--- config.mk ---
export PLATFORM = sky130hd
export DESIGN_NAME = ata_prd_table_builder
export DESIGN_NICKNAME = d
export VERILOG_FILES = /design/src/rtl/prd_pkg.sv /design/src/rtl/prd_dp.sv /design/src/rtl/prd_ctrl.sv /design/src/rtl/ata_prd_table_builder.sv
export VERILOG_INCLUDE_DIRS = /design/src /design/src/rtl
export SDC_FILE = /design/constraint.sdc
export NUM_CORES = 1
export LEC_CHECK = 0
export ABC_AREA = 0
export BUFFER_PORTS_ARGS = -buffer_cell sky130_fd_sc_hd__buf_2
export CORE_MARGIN = 1.5
export CORE_UTILIZATION = 56
export DETAILED_ROUTE_END_ITERATION = 16
export PLACE_DENSITY = 0.78
export SYNTH_ARGS = -nofsm -noshare
export SYNTH_HDL_FRONTEND = slang
export SYNTH_HIERARCHICAL = 1
export SYNTH_SLANG_ARGS = --single-unit
--- constraint.sdc ---
create_clock -name aclk -period 7.9 [get_ports aclk]
set_clock_uncertainty 0.1 [all_clocks]
set_input_delay 0.395 -clock aclk [delete_from_list [all_inputs] [get_ports aclk]]
set_output_delay 0.395 -clock aclk [all_outputs]
set_load 0.01 [all_outputs]
--- src/rtl/assert_macros.svh ---
// Assertion macros shared by the RTL. Both are clocked on the rising edge
// and are switched off while reset is held.
`ifndef ASSERT_MACROS_SVH
`define ASSERT_MACROS_SVH

// Same-cycle implication: whenever pre holds, post holds as well.
`define PRD_ASSERT_NOW(lbl, clk, rst_n, pre, post, msg) \
    lbl: assert property (@(posedge clk) disable iff (!rst_n) (pre) |-> (post)) \
        else $error(msg);

// Next-cycle implication: whenever pre holds, post holds in the cycle after.
`define PRD_ASSERT_NEXT(lbl, clk, rst_n, pre, post, msg) \
    lbl: assert property (@(posedge clk) disable iff (!rst_n) (pre) |=> (post)) \
        else $error(msg);

`endif

--- src/rtl/prd_pkg.sv ---
package prd_pkg;

    // Number of descriptors one table may hold (1 to 63).
    localparam int MAX_ENTRIES     = 32;
    localparam int SECS_PER_ENTRY  = 63;
    localparam int SECTOR_SHIFT    = 9;
    // Largest sector count that fits in the table at full-length entries.
    localparam int MAX_COUNT       = MAX_ENTRIES * SECS_PER_ENTRY;
    localparam int REM_W           = $clog2(MAX_COUNT + 1);
    localparam int N_W             = $clog2(MAX_ENTRIES + 1);
    localparam int SEC_W           = $clog2(SECS_PER_ENTRY + 1);

    localparam logic [16:0] BOUNDARY = 17'h10000;

    // Result status codes.
    localparam logic [1:0] ST_OK         = 2'd0;
    localparam logic [1:0] ST_BAD_COUNT  = 2'd1;
    localparam logic [1:0] ST_MISALIGNED = 2'd2;
    localparam logic [1:0] ST_FULL       = 2'd3;

    // Commands from the controller to the datapath.
    typedef struct packed {
        logic load;   // capture a new request
        logic step;   // produce one result into the output register
    } cmd_t;

    // Status from the datapath to the controller.
    typedef struct packed {
        logic final_res;  // the result about to be produced ends the request
    } sts_t;

endpackage

--- src/rtl/prd_dp.sv ---
module prd_dp (
    input  logic                 aclk,
    input  prd_pkg::cmd_t        cmd,
    output prd_pkg::sts_t        sts,
    input  logic [31:0]          phys_addr,
    input  logic [15:0]          sector_count,
    output logic [31:0]          entry_addr,
    output logic [15:0]          entry_bytes_m1,
    output logic                 end_of_table,
    output logic [1:0]           status,
    output logic                 last
);

    logic [31:0]                  addr_reg, addr_next;
    logic [prd_pkg::REM_W-1:0]    rem_reg, rem_next;
    logic [prd_pkg::N_W-1:0]      n_reg, n_next;
    logic                         bad_reg, bad_next;

    logic [31:0]                  o_addr_reg, o_addr_next;
    logic [15:0]                  o_bytes_reg, o_bytes_next;
    logic                         o_eot_reg, o_eot_next;
    logic [1:0]                   o_status_reg, o_status_next;
    logic                         o_last_reg, o_last_next;

    logic [prd_pkg::SEC_W-1:0]    secs_full;
    logic [prd_pkg::SEC_W-1:0]    secs;
    logic [16:0]                  room;
    logic [16:0]                  want_bytes;
    logic                         shortened;
    logic                         misaligned;
    logic                         table_full;
    logic                         eot;
    logic [1:0]                   res_status;

    always_comb begin
        if (rem_reg > prd_pkg::REM_W'(prd_pkg::SECS_PER_ENTRY)) begin
            secs_full = prd_pkg::SEC_W'(prd_pkg::SECS_PER_ENTRY);
        end else begin
            secs_full = rem_reg[prd_pkg::SEC_W-1:0];
        end
        // Bytes left before the next 64 KiB boundary (1 to 65536).
        room       = prd_pkg::BOUNDARY - {1'b0, addr_reg[15:0]};
        want_bytes = 17'({secs_full, 9'b0});
        shortened  = want_bytes > room;
        // A shortened entry is below 32 KiB, so room[14:9] holds the sectors.
        secs       = shortened ? room[prd_pkg::SEC_W+8:9] : secs_full;
        misaligned = shortened && (secs == '0);
        table_full = n_reg == prd_pkg::N_W'(prd_pkg::MAX_ENTRIES);
        eot        = rem_reg <= prd_pkg::REM_W'(secs);

        if (bad_reg) begin
            res_status = prd_pkg::ST_BAD_COUNT;
        end else if (table_full) begin
            res_status = prd_pkg::ST_FULL;
        end else if (misaligned) begin
            res_status = prd_pkg::ST_MISALIGNED;
        end else begin
            res_status = prd_pkg::ST_OK;
        end
        sts.final_res = bad_reg || table_full || misaligned || eot;
    end

    always_comb begin
        addr_next     = addr_reg;
        rem_next      = rem_reg;
        n_next        = n_reg;
        bad_next      = bad_reg;
        o_addr_next   = o_addr_reg;
        o_bytes_next  = o_bytes_reg;
        o_eot_next    = o_eot_reg;
        o_status_next = o_status_reg;
        o_last_next   = o_last_reg;
        if (cmd.load) begin
            addr_next = phys_addr;
            rem_next  = sector_count[prd_pkg::REM_W-1:0];
            n_next    = '0;
            bad_next  = (sector_count == 16'd0) ||
                        (sector_count > 16'(prd_pkg::MAX_COUNT));
        end else if (cmd.step) begin
            addr_next     = addr_reg + 32'({secs, 9'b0});
            rem_next      = rem_reg - prd_pkg::REM_W'(secs);
            n_next        = n_reg + prd_pkg::N_W'(1);
            o_status_next = res_status;
            o_last_next   = sts.final_res;
            if (res_status == prd_pkg::ST_OK) begin
                o_addr_next  = addr_reg;
                o_bytes_next = 16'({secs, 9'b0}) - 16'd1;
                o_eot_next   = eot;
            end else begin
                o_addr_next  = '0;
                o_bytes_next = '0;
                o_eot_next   = 1'b0;
            end
        end
    end

    always_ff @(posedge aclk) begin
        addr_reg     <= addr_next;
        rem_reg      <= rem_next;
        n_reg        <= n_next;
        bad_reg      <= bad_next;
        o_addr_reg   <= o_addr_next;
        o_bytes_reg  <= o_bytes_next;
        o_eot_reg    <= o_eot_next;
        o_status_reg <= o_status_next;
        o_last_reg   <= o_last_next;
    end

    assign entry_addr     = o_addr_reg;
    assign entry_bytes_m1 = o_bytes_reg;
    assign end_of_table   = o_eot_reg;
    assign status         = o_status_reg;
    assign last           = o_last_reg;

endmodule

--- src/rtl/prd_ctrl.sv ---
`include "assert_macros.svh"

module prd_ctrl (
    input  logic          aclk,
    input  logic          aresetn,
    input  logic          s_tvalid,
    output logic          s_tready,
    output logic          m_tvalid,
    input  logic          m_tready,
    input  prd_pkg::sts_t sts,
    output prd_pkg::cmd_t cmd
);

    localparam logic S_IDLE = 1'b0;
    localparam logic S_RUN  = 1'b1;

    logic state_reg, state_next;
    logic out_valid_reg, out_valid_next;
    logic slot_free;

    assign slot_free = !out_valid_reg || m_tready;
    assign s_tready  = state_reg == S_IDLE;
    assign m_tvalid  = out_valid_reg;

    always_comb begin
        state_next     = state_reg;
        out_valid_next = out_valid_reg;
        cmd.load       = 1'b0;
        cmd.step       = 1'b0;
        if (m_tready) begin
            out_valid_next = 1'b0;
        end
        case (state_reg)
            S_IDLE: begin
                if (s_tvalid) begin
                    cmd.load   = 1'b1;
                    state_next = S_RUN;
                end
            end
            S_RUN: begin
                if (slot_free) begin
                    cmd.step       = 1'b1;
                    out_valid_next = 1'b1;
                    if (sts.final_res) begin
                        state_next = S_IDLE;
                    end
                end
            end
            default: begin
                state_next = S_IDLE;
            end
        endcase
    end

    always_ff @(posedge aclk) begin
        if (!aresetn) begin
            state_reg     <= S_IDLE;
            out_valid_reg <= 1'b0;
        end else begin
            state_reg     <= state_next;
            out_valid_reg <= out_valid_next;
        end
    end

    `PRD_ASSERT_NOW(a_step_into_free_slot, aclk, aresetn, cmd.step, slot_free, "step overwrote a waiting word")
    `PRD_ASSERT_NOW(a_no_step_when_idle, aclk, aresetn, state_reg == S_IDLE, !cmd.step, "step issued while idle")
    `PRD_ASSERT_NEXT(a_final_returns_idle, aclk, aresetn, cmd.step && sts.final_res, (state_reg == S_IDLE) && out_valid_reg, "final result did not end the request")

endmodule

--- src/rtl/ata_prd_table_builder.sv ---
// ATA bus-master PRD table builder. Each input word names a physically
// contiguous buffer by its start address and a count of 512-byte sectors,
// and the block answers with one output word per physical region
// descriptor, in table order. A descriptor covers at most 63 sectors and
// never crosses a 64 KiB boundary; when the boundary shortens it, the length
// is rounded down to whole sectors and the next descriptor starts right after
// it. The table holds at most prd_pkg::MAX_ENTRIES descriptors. A zero count,
// or a count that cannot fit at full-length entries, gives a single word with
// status 1. A boundary closer than one sector gives a word with status 2,
// and running out of entries gives a word with status 3; in both cases the
// consumer must discard the descriptors of that request already received.
// Error words carry zero address, length and end-of-table flag. tlast marks
// the final word caused by each input. Timing: an input is taken while the
// controller is idle, and the controller then produces one result per cycle
// into the output register while the sink keeps pace, holding off the input
// side until the final result is produced; the next input may be taken while
// the final result still waits in the output register.
module ata_prd_table_builder (
    input  logic        aclk,
    input  logic        aresetn,
    input  logic        s_tvalid,
    output logic        s_tready,
    input  logic [47:0] s_tdata,   // [31:0] phys_addr, [47:32] sector_count
    output logic        m_tvalid,
    input  logic        m_tready,
    output logic [47:0] m_tdata,   // [31:0] entry_addr, [47:32] entry_bytes_m1
    output logic [2:0]  m_tuser,   // [0] end_of_table, [2:1] status
    output logic        m_tlast
);

    prd_pkg::cmd_t cmd;
    prd_pkg::sts_t sts;

    logic [31:0] entry_addr;
    logic [15:0] entry_bytes_m1;
    logic        end_of_table;
    logic [1:0]  status;
    logic        last;

    // The controller sequences the request and owns the output valid flag.
    prd_ctrl u_ctrl (
        .aclk     (aclk),
        .aresetn  (aresetn),
        .s_tvalid (s_tvalid),
        .s_tready (s_tready),
        .m_tvalid (m_tvalid),
        .m_tready (m_tready),
        .sts      (sts),
        .cmd      (cmd)
    );

    // The datapath walks the buffer one descriptor per step and holds the
    // output word.
    prd_dp u_dp (
        .aclk           (aclk),
        .cmd            (cmd),
        .sts            (sts),
        .phys_addr      (s_tdata[31:0]),
        .sector_count   (s_tdata[47:32]),
        .entry_addr     (entry_addr),
        .entry_bytes_m1 (entry_bytes_m1),
        .end_of_table   (end_of_table),
        .status         (status),
        .last           (last)
    );

    assign m_tdata = {entry_bytes_m1, entry_addr};
    assign m_tuser = {status, end_of_table};
    assign m_tlast = last;

endmodule

==> report_table.html, run 1 <==
<table>
<tr><th>Metric</th><th>Value</th></tr>
<tr><th colspan="2">Run status</th></tr>
<tr><td>Run status</td><td>complete, no violations</td></tr>
<tr><th colspan="2">Critical path</th></tr>
<tr><td>Crit Path Max Fanout</td><td>28</td></tr>
<tr><td>Family of cells with the greatest summed delay on the critical path</td><td>simple AND/OR/NAND/NOR gates</td></tr>
<tr><td>Sort of element at the end of the critical path</td><td>flip-flop</td></tr>
<tr><td>Required time of the worst setup path</td><td>7.90 ns</td></tr>
<tr><td>Type of origin of the critical path</td><td>flip-flop</td></tr>
<tr><td>Launching instance or port of the critical path</td><td>u_dp/addr_reg[0]</td></tr>
<tr><td>Cell count along the critical path</td><td>23</td></tr>
<tr><td>Critical-path cell list</td><td>inv_1 -&gt; ha_1 -&gt; nor4b_1 -&gt; nand3_1 -&gt; xnor2_1 -&gt; ha_1 -&gt; nand4_1 -&gt; a211o_1 -&gt; nor4b_1 -&gt; o211a_1 -&gt; nor2_1 -&gt; a21oi_1 -&gt; ha_1 -&gt; fa_1 -&gt; a21o_1 -&gt; a21oi_1 -&gt; o21bai_1 -&gt; a21oi_1 -&gt; nor2b_1 -&gt; nand2b_1 -&gt; or4_1 -&gt; xor2_1 -&gt; o21ai_0</td></tr>
<tr><td>Slowest cell on the critical path</td><td>o211a_1</td></tr>
<tr><td>Critical Path AT</td><td>approximately 7.0 ns</td></tr>
<tr><td>Classification of the worst setup path</td><td>reg -&gt; reg</td></tr>
<tr><td>Critical register-to-register path startpoint</td><td>u_dp/addr_reg[0]</td></tr>
<tr><td>Number of buffers and inverters on the critical path</td><td>1</td></tr>
<tr><td>Minimum setup slack among reg-to-reg paths</td><td>0.87 ns</td></tr>
<tr><td>End point of the critical path</td><td>u_dp/addr_reg[31]</td></tr>
<tr><td>Critical path's largest stage delay</td><td>0.75 ns</td></tr>
<tr><td>Destination of the worst register-to-register timing path</td><td>u_dp/addr_reg[31]</td></tr>
<tr><td>Length in cells of the worst reg-to-reg path</td><td>23</td></tr>
<tr><th colspan="2">Logic synthesis</th></tr>
<tr><td>Portion of synthesized cell area occupied by the leading cell type</td><td>approximately 47%</td></tr>
<tr><td>Sequential share of the synthesized area</td><td>about half</td></tr>
<tr><td>Register bit total from synthesis</td><td>96</td></tr>
<tr><td>Synthesized instance count</td><td>between 500 and 600</td></tr>
<tr><td>Leading register cell type out of synthesis</td><td>edfxtp_1</td></tr>
<tr><td>Synth cell types</td><td>60</td></tr>
<tr><td>Fraction of registers with async set or reset after synthesis</td><td>0%</td></tr>
<tr><td>Post-Synthesis Cell Area</td><td>approximately 0.0056 mm^2</td></tr>
<tr><td>Cell type with the largest total area after synthesis</td><td>edfxtp_1</td></tr>
<tr><td>Synthesized net count</td><td>624</td></tr>
<tr><td>Synth top area cells</td><td>edfxtp_1, ha_1, and3_1, nand2_1, xnor2_1</td></tr>
<tr><td>Synth warnings</td><td>6</td></tr>
<tr><td>Count of flip-flops with a built-in enable after synthesis</td><td>88</td></tr>
<tr><td>Most common cell in the synthesized netlist</td><td>edfxtp_1</td></tr>
<tr><td>Ranking of synthesized cells by instance count</td><td>edfxtp_1, nand2_1, nor2_1</td></tr>
<tr><td>Mean cell area of the mapped netlist</td><td>around 10 um^2</td></tr>
<tr><th colspan="2">Timing</th></tr>
<tr><td>Clock period minus worst slack</td><td>approximately 7.0 ns</td></tr>
<tr><td>Transition time at the pin with the least slew margin</td><td>0.913 ns</td></tr>
<tr><td>Period utilisation layout</td><td>89.0%</td></tr>
<tr><td>Number of failing hold endpoints at the final stage</td><td>0</td></tr>
<tr><td>RSZ-0062 raised after global routing</td><td>false</td></tr>
<tr><td>Hold WS</td><td>about 0.17 ns</td></tr>
<tr><td>Max Slew Vio Count</td><td>0</td></tr>
<tr><td>Worst slew margin relative to its limit</td><td>39.2%</td></tr>
<tr><td>Post-route setup TNS</td><td>0 ns</td></tr>
<tr><td>Fmax</td><td>approximately 0.14 GHz</td></tr>
<tr><td>Number of setup violations in the final report</td><td>0</td></tr>
<tr><th colspan="2">Power</th></tr>
<tr><td>Pwr/cell area</td><td>between 300 and 400 mW/mm^2</td></tr>
<tr><td>P_leak</td><td>2.53 nW</td></tr>
<tr><td>Max rail drop VDD</td><td>0.137 mV</td></tr>
<tr><th colspan="2">Clock tree</th></tr>
<tr><td>H-tree levels</td><td>3</td></tr>
<tr><td>Insertion delay to the later sink of the worst-skew pair</td><td>about 0.38 ns</td></tr>
<tr><td>Number of buffers on the longest clock path</td><td>2</td></tr>
<tr><td>Post CTS Setup Buffer Count</td><td>0</td></tr>
<tr><td>Worst-path clk slew</td><td>about 0.1 ns</td></tr>
<tr><td>CTS sink count</td><td>96</td></tr>
<tr><td>TritonCTS clock tree</td><td>built</td></tr>
<tr><td># hold bufs at CTS</td><td>0</td></tr>
<tr><td>Buffer type at the clock tree root</td><td>clkbuf_8</td></tr>
<tr><td>TritonCTS Buffers</td><td>9</td></tr>
<tr><td>Total of cells resized after clock tree synthesis</td><td>0</td></tr>
<tr><th colspan="2">Routing</th></tr>
<tr><td>Remaining antenna violation count</td><td>0</td></tr>
<tr><td>Vias after detailed routing</td><td>between 4k and 5k</td></tr>
<tr><td>Aggregate routed wire length</td><td>approximately 12000 um</td></tr>
<tr><td># DRC</td><td>0</td></tr>
<tr><td>First-pass iteration count of the detailed router</td><td>5</td></tr>
<tr><td>Routed len/inst</td><td>15.7 um</td></tr>
<tr><td>Drt first-iter violations</td><td>slightly above 200</td></tr>
<tr><td>Vias/cell</td><td>5.69</td></tr>
<tr><th colspan="2">Die</th></tr>
<tr><td>Die X</td><td>just over 100 um</td></tr>
<tr><td>Die Y</td><td>~100 um</td></tr>
<tr><td>Full die area</td><td>around 0.011 mm^2</td></tr>
<tr><td>Row Count</td><td>36</td></tr>
<tr><td>Effective utilization at floorplan</td><td>57.5%</td></tr>
<tr><td>Number of top-level pins</td><td>106</td></tr>
<tr><td>Std-Cell Core Area</td><td>~0.0097 mm^2</td></tr>
<tr><th colspan="2">Layout</th></tr>
<tr><td>Layout cells sized above 1</td><td>a little over a fifth</td></tr>
<tr><td>Layout overhead on the synthesized area</td><td>13.4%</td></tr>
<tr><td>Post-layout nets</td><td>approximately 700</td></tr>
<tr><td>Final design instance area without fill</td><td>between 0.006 and 0.007 mm^2</td></tr>
<tr><td>Total inserted antenna cells</td><td>0</td></tr>
<tr><th colspan="2">Min path</th></tr>
<tr><td>Hold/Removal Path Class</td><td>in -&gt; reg</td></tr>
<tr><td>Worst Hold Launch</td><td>aresetn</td></tr>
<tr><th colspan="2">GRT</th></tr>
<tr><td>Largest net degree at the start of global routing</td><td>98</td></tr>
<tr><td>Wire length of the first global-routing pass</td><td>between 15000 and 20000 um</td></tr>
<tr><td>Antenna violations before repair</td><td>0</td></tr>
<tr><td>Global-route total usage across every layer</td><td>about a quarter</td></tr>
<tr><td>Vias in the first global route</td><td>roughly 4.0k</td></tr>
<tr><td>Global route total overflow</td><td>0</td></tr>
<tr><th colspan="2">Run</th></tr>
<tr><td>Max-cap viol count</td><td>0</td></tr>
<tr><th colspan="2">Placed design</th></tr>
<tr><td>Dpl cell area</td><td>a little over 0.006 mm^2</td></tr>
<tr><td>Dpl hpwl</td><td>around 8500 um</td></tr>
<tr><td>Final RePlAce weighted congestion</td><td>roughly 0.91</td></tr>
<tr><td>Port Buffers</td><td>roughly 110</td></tr>
</table>
-- placed cells by master, fill, tap and decap left out, types with 10 or more instances in the layout --
master and instances:
ha_1 21, xnor2_1 23, nor3_1 13, nor2_1 45, inv_1 22, nand2_1 58
xor2_1 18, nand3_1 13, and3_1 35, nand2b_1 10, a21oi_1 21, o21ai_0 30
edfxtp_1 88, buf_2 105
-- per-stage QoR --
stage               utilization (%)  worst slack (ns)  cells  power [mW]
finish                         65.2             0.868    775        1.95
global route                   65.2             0.114    775        2.10
CTS                            65.2             0.997    775        1.95
detailed placement             63.3              1.03    759        1.64
global placement               63.3              1.26    759        1.62
floorplan                         -              2.13    550        1.44
-- how the worst min path moves through the flow --
| stage | end | slack, ns | cells after the start |
|---|---|---|---|
| 2_1_floorplan | u_ctrl/state_reg | 0.36 | 1 |
| 3_3_place_gp | u_ctrl/state_reg | 0.37 | 1 |
| 3_5_place_dp | u_dp/n_reg[5] | 0.39 | 2 |
| 4_1_cts | u_ctrl/state_reg | 0.16 | 3 |
| 5_1_grt | u_dp/addr_reg[2] | 0.18 | 2 |
| 6_report | u_ctrl/m_tvalid | 0.17 | 2 |
-- power by group --
part           switching (mW)  internal, mW
Combinational           0.502         0.372
Clock                   0.187         0.120
Sequential             0.0950         0.673
-- cells by family (layout without fill, tap and decap cells) --
family | count (synthesis) | count (layout) | share of synthesized area [%]
AND/OR/NAND/NOR | 228 | 228 | 21.3
multiplexers | 10 | 10 | 1.99
buffers and inverters | 57 | 149 | 4.59
XOR/XNOR | 41 | 41 | 6.42
adder cells (fa/ha/maj) | 22 | 22 | 5.06
AO/OA/AOI/OAI | 96 | 96 | 10.6
flip-flops | 96 | 96 | 50.1
-- metal layers --
| metal | up-vias | routed length, um | part of all wire [%] | track usage (%) |
|---|---|---|---|---|
| li1 | 2154 | - | - | - |
| met1 | 2074 | 5440 | 45 | 32.3 |
| met2 | 154 | 5690 | 47 | 37.9 |
| met3 | 26 | 743 | 6.1 | 5.08 |
| met4 | 0 | 294 | 2.4 | 10.2 |
| met5 | - | 0 | 0 | 0 |
-- layout make-up --
class                      count  area (um^2)
fill                         804         3390
timing repair buffer         111          571
clock inverter                 6         51.3
multi-input combinational    397         2540
sequential                    96         2800
tap                          133          166
clock buffer                  10          128
inverter                      22         82.6
Note: power is estimated with default switching activity, not from simulation.
==> run 2, diff against run 1 <==
- CORE_ASPECT_RATIO: unset -> 1.2
==> report_table.html, run 2 (synthesized netlist as in run 1, its figures left out) <==
<table>
<tr><th>Metric</th><th>Value</th></tr>
<tr><th colspan="2">Routing</th></tr>
<tr><td>Drt first-iter violations</td><td>305 (+48%)</td></tr>
<tr><td># DRC</td><td>0 (unchanged)</td></tr>
<tr><td>First-pass iteration count of the detailed router</td><td>5 (unchanged)</td></tr>
<tr><td>Vias/cell</td><td>5.84 (+2.7%)</td></tr>
<tr><td>Vias after detailed routing</td><td>4464 (+1.3%)</td></tr>
<tr><td>Met2 routed WL</td><td>6250 um (+9.8%)</td></tr>
<tr><td>Remaining antenna violation count</td><td>0 (unchanged)</td></tr>
<tr><td>Wire length on met1</td><td>5190 um (-4.6%)</td></tr>
<tr><td>Uppermost layer routed</td><td>met4</td></tr>
<tr><td>DR WL met3</td><td>724 um (-2.6%)</td></tr>
<tr><td>Aggregate routed wire length</td><td>12400 um (+2.0%)</td></tr>
<tr><td>Routed len/inst</td><td>16.2 um (+3.4%)</td></tr>
<tr><th colspan="2">Layout</th></tr>
<tr><td>Layout overhead on the synthesized area</td><td>15.2%</td></tr>
<tr><td>Post-layout nets</td><td>711 (unchanged)</td></tr>
<tr><td>Commonest cells after routing, fill and taps aside</td><td>buf_2, edfxtp_1, nand2_1, nor2_1, and3_1</td></tr>
<tr><td>Layout cells sized above 1</td><td>21.5% (-0.12 points)</td></tr>
<tr><td>Total inserted antenna cells</td><td>0 (unchanged)</td></tr>
<tr><td>Commonest non-fill, non-tap cell in the layout</td><td>buf_2</td></tr>
<tr><th colspan="2">Power</th></tr>
<tr><td>Switching part of the total</td><td>37.8% (-2.4 points)</td></tr>
<tr><td>Internal power summed over all cells</td><td>1.29 mW (+11%)</td></tr>
<tr><td>Max rail drop VDD</td><td>0.185 mV (+35%)</td></tr>
<tr><td>Portion of total power attributed to the clock network</td><td>20.8% (+5.1 points)</td></tr>
<tr><td>Combinational Power Share</td><td>42.1% (-2.8 points)</td></tr>
<tr><td>P_leak</td><td>2.59 nW (+2.3%)</td></tr>
<tr><td>Proportion of power drawn by flip-flops and latches</td><td>37.1% (-2.3 points)</td></tr>
<tr><td>Pwr/cell area</td><td>322 mW/mm^2 (+5.0%)</td></tr>
<tr><td>Switching component of the power</td><td>786 uW (+0.34%)</td></tr>
<tr><th colspan="2">Clock tree</th></tr>
<tr><td>Buffer type at the clock tree root</td><td>clkbuf_16</td></tr>
<tr><td>Post CTS Setup Buffer Count</td><td>0 (unchanged)</td></tr>
<tr><td># hold bufs at CTS</td><td>0 (unchanged)</td></tr>
<tr><td>CTS sink count</td><td>96 (unchanged)</td></tr>
<tr><td>H-tree levels</td><td>3 (unchanged)</td></tr>
<tr><td>TritonCTS clock tree</td><td>built</td></tr>
<tr><td>Number of buffers on the longest clock path</td><td>2 (unchanged)</td></tr>
<tr><td>Insertion delay to the later sink of the worst-skew pair</td><td>0.34 ns (-0.04 ns)</td></tr>
<tr><td>TritonCTS Buffers</td><td>9 (unchanged)</td></tr>
<tr><td>Total of cells resized after clock tree synthesis</td><td>0 (unchanged)</td></tr>
<tr><td>Worst-path clk slew</td><td>0.07 ns (-0.03 ns)</td></tr>
<tr><th colspan="2">Timing</th></tr>
<tr><td>Period utilisation layout</td><td>89.3% (+0.32 points)</td></tr>
<tr><td>RSZ-0062 raised after global routing</td><td>false</td></tr>
<tr><td>Transition time at the pin with the least slew margin</td><td>0.896 ns (-0.0169 ns)</td></tr>
<tr><td>Number of failing hold endpoints at the final stage</td><td>0 (unchanged)</td></tr>
<tr><td>Max Slew Vio Count</td><td>0 (unchanged)</td></tr>
<tr><td>Clock period minus worst slack</td><td>7.06 ns (+0.0250 ns)</td></tr>
<tr><td>Fmax</td><td>0.142 GHz (-0.35%)</td></tr>
<tr><td>Post-route setup TNS</td><td>0 ns (unchanged)</td></tr>
<tr><td>Worst slew margin relative to its limit</td><td>40.3% (+1.1 points)</td></tr>
<tr><td>Final setup slack of the worst path</td><td>0.843 ns (-0.0250 ns)</td></tr>
<tr><td>Number of setup violations in the final report</td><td>0 (unchanged)</td></tr>
<tr><th colspan="2">Die</th></tr>
<tr><td>Die X</td><td>94.2 um (-8.5%)</td></tr>
<tr><td>Number of top-level pins</td><td>106 (unchanged)</td></tr>
<tr><td>Std-Cell Core Area</td><td>0.00961 mm^2 (-1.2%)</td></tr>
<tr><td>Effective utilization at floorplan</td><td>58.2% (+0.70 points)</td></tr>
<tr><td>Full die area</td><td>0.0106 mm^2 (about the same)</td></tr>
<tr><td>Die Y</td><td>112 um (+9.3%)</td></tr>
<tr><td>Row Count</td><td>39 (+8.3%)</td></tr>
<tr><th colspan="2">Critical path</th></tr>
<tr><td>Crit Path Max Fanout</td><td>28 (unchanged)</td></tr>
<tr><td>Length in cells of the worst reg-to-reg path</td><td>23 (unchanged)</td></tr>
<tr><td>Type of origin of the critical path</td><td>flip-flop</td></tr>
<tr><td>Minimum setup slack among reg-to-reg paths</td><td>0.84 ns (-0.02 ns)</td></tr>
<tr><td>Classification of the worst setup path</td><td>reg -&gt; reg</td></tr>
<tr><td>Destination of the worst register-to-register timing path</td><td>u_dp/addr_reg[26]</td></tr>
<tr><td>Critical Path AT</td><td>7.01 ns (-0.02 ns)</td></tr>
<tr><td>Required time of the worst setup path</td><td>7.85 ns (-0.05 ns)</td></tr>
<tr><td>Sort of element at the end of the critical path</td><td>flip-flop</td></tr>
<tr><td>Critical register-to-register path startpoint</td><td>u_dp/addr_reg[0]</td></tr>
<tr><th colspan="2">GRT</th></tr>
<tr><td>Global route total overflow</td><td>0 (unchanged)</td></tr>
<tr><td>Largest net degree at the start of global routing</td><td>98 (unchanged)</td></tr>
<tr><td>Antenna violations before repair</td><td>0 (unchanged)</td></tr>
<tr><td>Wire length of the first global-routing pass</td><td>20100 um (+4.1%)</td></tr>
<tr><td>Global-route total usage across every layer</td><td>24.6% (+0.61 points)</td></tr>
<tr><td>Vias in the first global route</td><td>4217 (+5.4%)</td></tr>
<tr><th colspan="2">Min path</th></tr>
<tr><td>Hold worst-path end</td><td>u_ctrl/state_reg</td></tr>
<tr><td>Number of cells traversed by the worst hold path</td><td>3 (+1)</td></tr>
<tr><td>Worst Hold Launch</td><td>aresetn</td></tr>
<tr><td>Hold/Removal Path Class</td><td>in -&gt; reg</td></tr>
<tr><th colspan="2">Run</th></tr>
<tr><td>Max-cap viol count</td><td>0 (unchanged)</td></tr>
<tr><th colspan="2">Run status</th></tr>
<tr><td>Run status</td><td>complete, no violations</td></tr>
<tr><th colspan="2">Placed design</th></tr>
<tr><td>Post-Place Setup Slack</td><td>1.03 ns (+0.00163 ns)</td></tr>
<tr><td>Port Buffers</td><td>105 (unchanged)</td></tr>
<tr><td>Final RePlAce weighted congestion</td><td>0.925 (+2.1%)</td></tr>
<tr><td>Dpl hpwl</td><td>8790 um (+2.9%)</td></tr>
</table>
## run 2: changes by cell type in the layout (fill, tap and decap cells not counted), sizes merged
cell      before  now
clkinvlp       2    0
bufinv         0    1
inv           25   24
clkbuf        10    9
clkinv         1    3
## run 2: power by group through the flow
stage                     Combinational (mW)  Sequential [mW]  Clock (mW)
final                                  0.876            0.771       0.432
after detailed placement               0.860            0.778           0
after CTS                              0.867            0.767       0.437
after global routing                   0.976            0.783       0.458
after global placement                 0.835            0.772           0
after floorplan                        0.695            0.746           0
## run 2: critical path: stages, from the launching register on
cell	delay (ns)
edfxtp_1	0.44
inv_1	0.15
ha_1	0.28
nor4b_1	0.60
nand3_1	0.18
xnor2_1	0.68
ha_1	0.24
nand4_1	0.10
a211o_1	0.30
nor4b_1	0.37
o211a_1	0.71
o21ai_1	0.26
inv_1	0.19
ha_1	0.25
a21o_1	0.15
a21oi_1	0.23
o21bai_1	0.09
a21oi_1	0.23
nor2b_1	0.07
o21ai_0	0.51
nor2_1	0.21
nand2_1	0.13
xor2_1	0.16
o21ai_0	0.11
## run 2: worst max-delay path by stage
stage / endpoint / from / slack [ns] / depth (start not counted)
5_1_grt: u_dp/addr_reg[26] / u_dp/addr_reg[0] / 0.18 / 23
3_3_place_gp: u_dp/addr_reg[29] / u_dp/addr_reg[0] / 1.38 / 23
6_report: u_dp/addr_reg[26] / u_dp/addr_reg[0] / 0.84 / 23
2_1_floorplan: u_dp/addr_reg[28] / u_dp/addr_reg[0] / 2.13 / 25
4_1_cts: u_dp/addr_reg[31] / u_dp/addr_reg[0] / 0.99 / 23
3_5_place_dp: u_dp/addr_reg[31] / u_dp/addr_reg[0] / 1.03 / 23
## run 2: layer usage
metal / GRT usage (%) / up-vias
li1: - / 2167
met1: 32.2 / 2087
met2: 40.5 / 187
met3: 4.27 / 23
met4: 9.95 / 0
met5: 0 / -
## run 2: cell type report
cell class                 instances  area, um^2
inverter                          22        82.6
sequential                        96        2800
timing repair buffer             111         571
tap                              123         154
clock inverter                     6        67.6
multi-input combinational        397        2540
clock buffer                       9         225
fill                             752        3170
## run 2: metrics by stage
| step | cells | cell area, um^2 | utilization, % | power (mW) | hold WS, ns |
|---|---|---|---|---|---|
| floorplan | 550 | 5590 | - | 1.44 | 0.356 |
| global placement | 749 | 6150 | 64.0 | 1.61 | 0.368 |
| detailed placement | 749 | 6150 | 64.0 | 1.64 | 0.387 |
| CTS | 764 | 6440 | 67.0 | 2.07 | 0.203 |
| global route | 764 | 6440 | 67.0 | 2.22 | 0.216 |
| finish | 764 | 6440 | 67.0 | 2.08 | 0.211 |
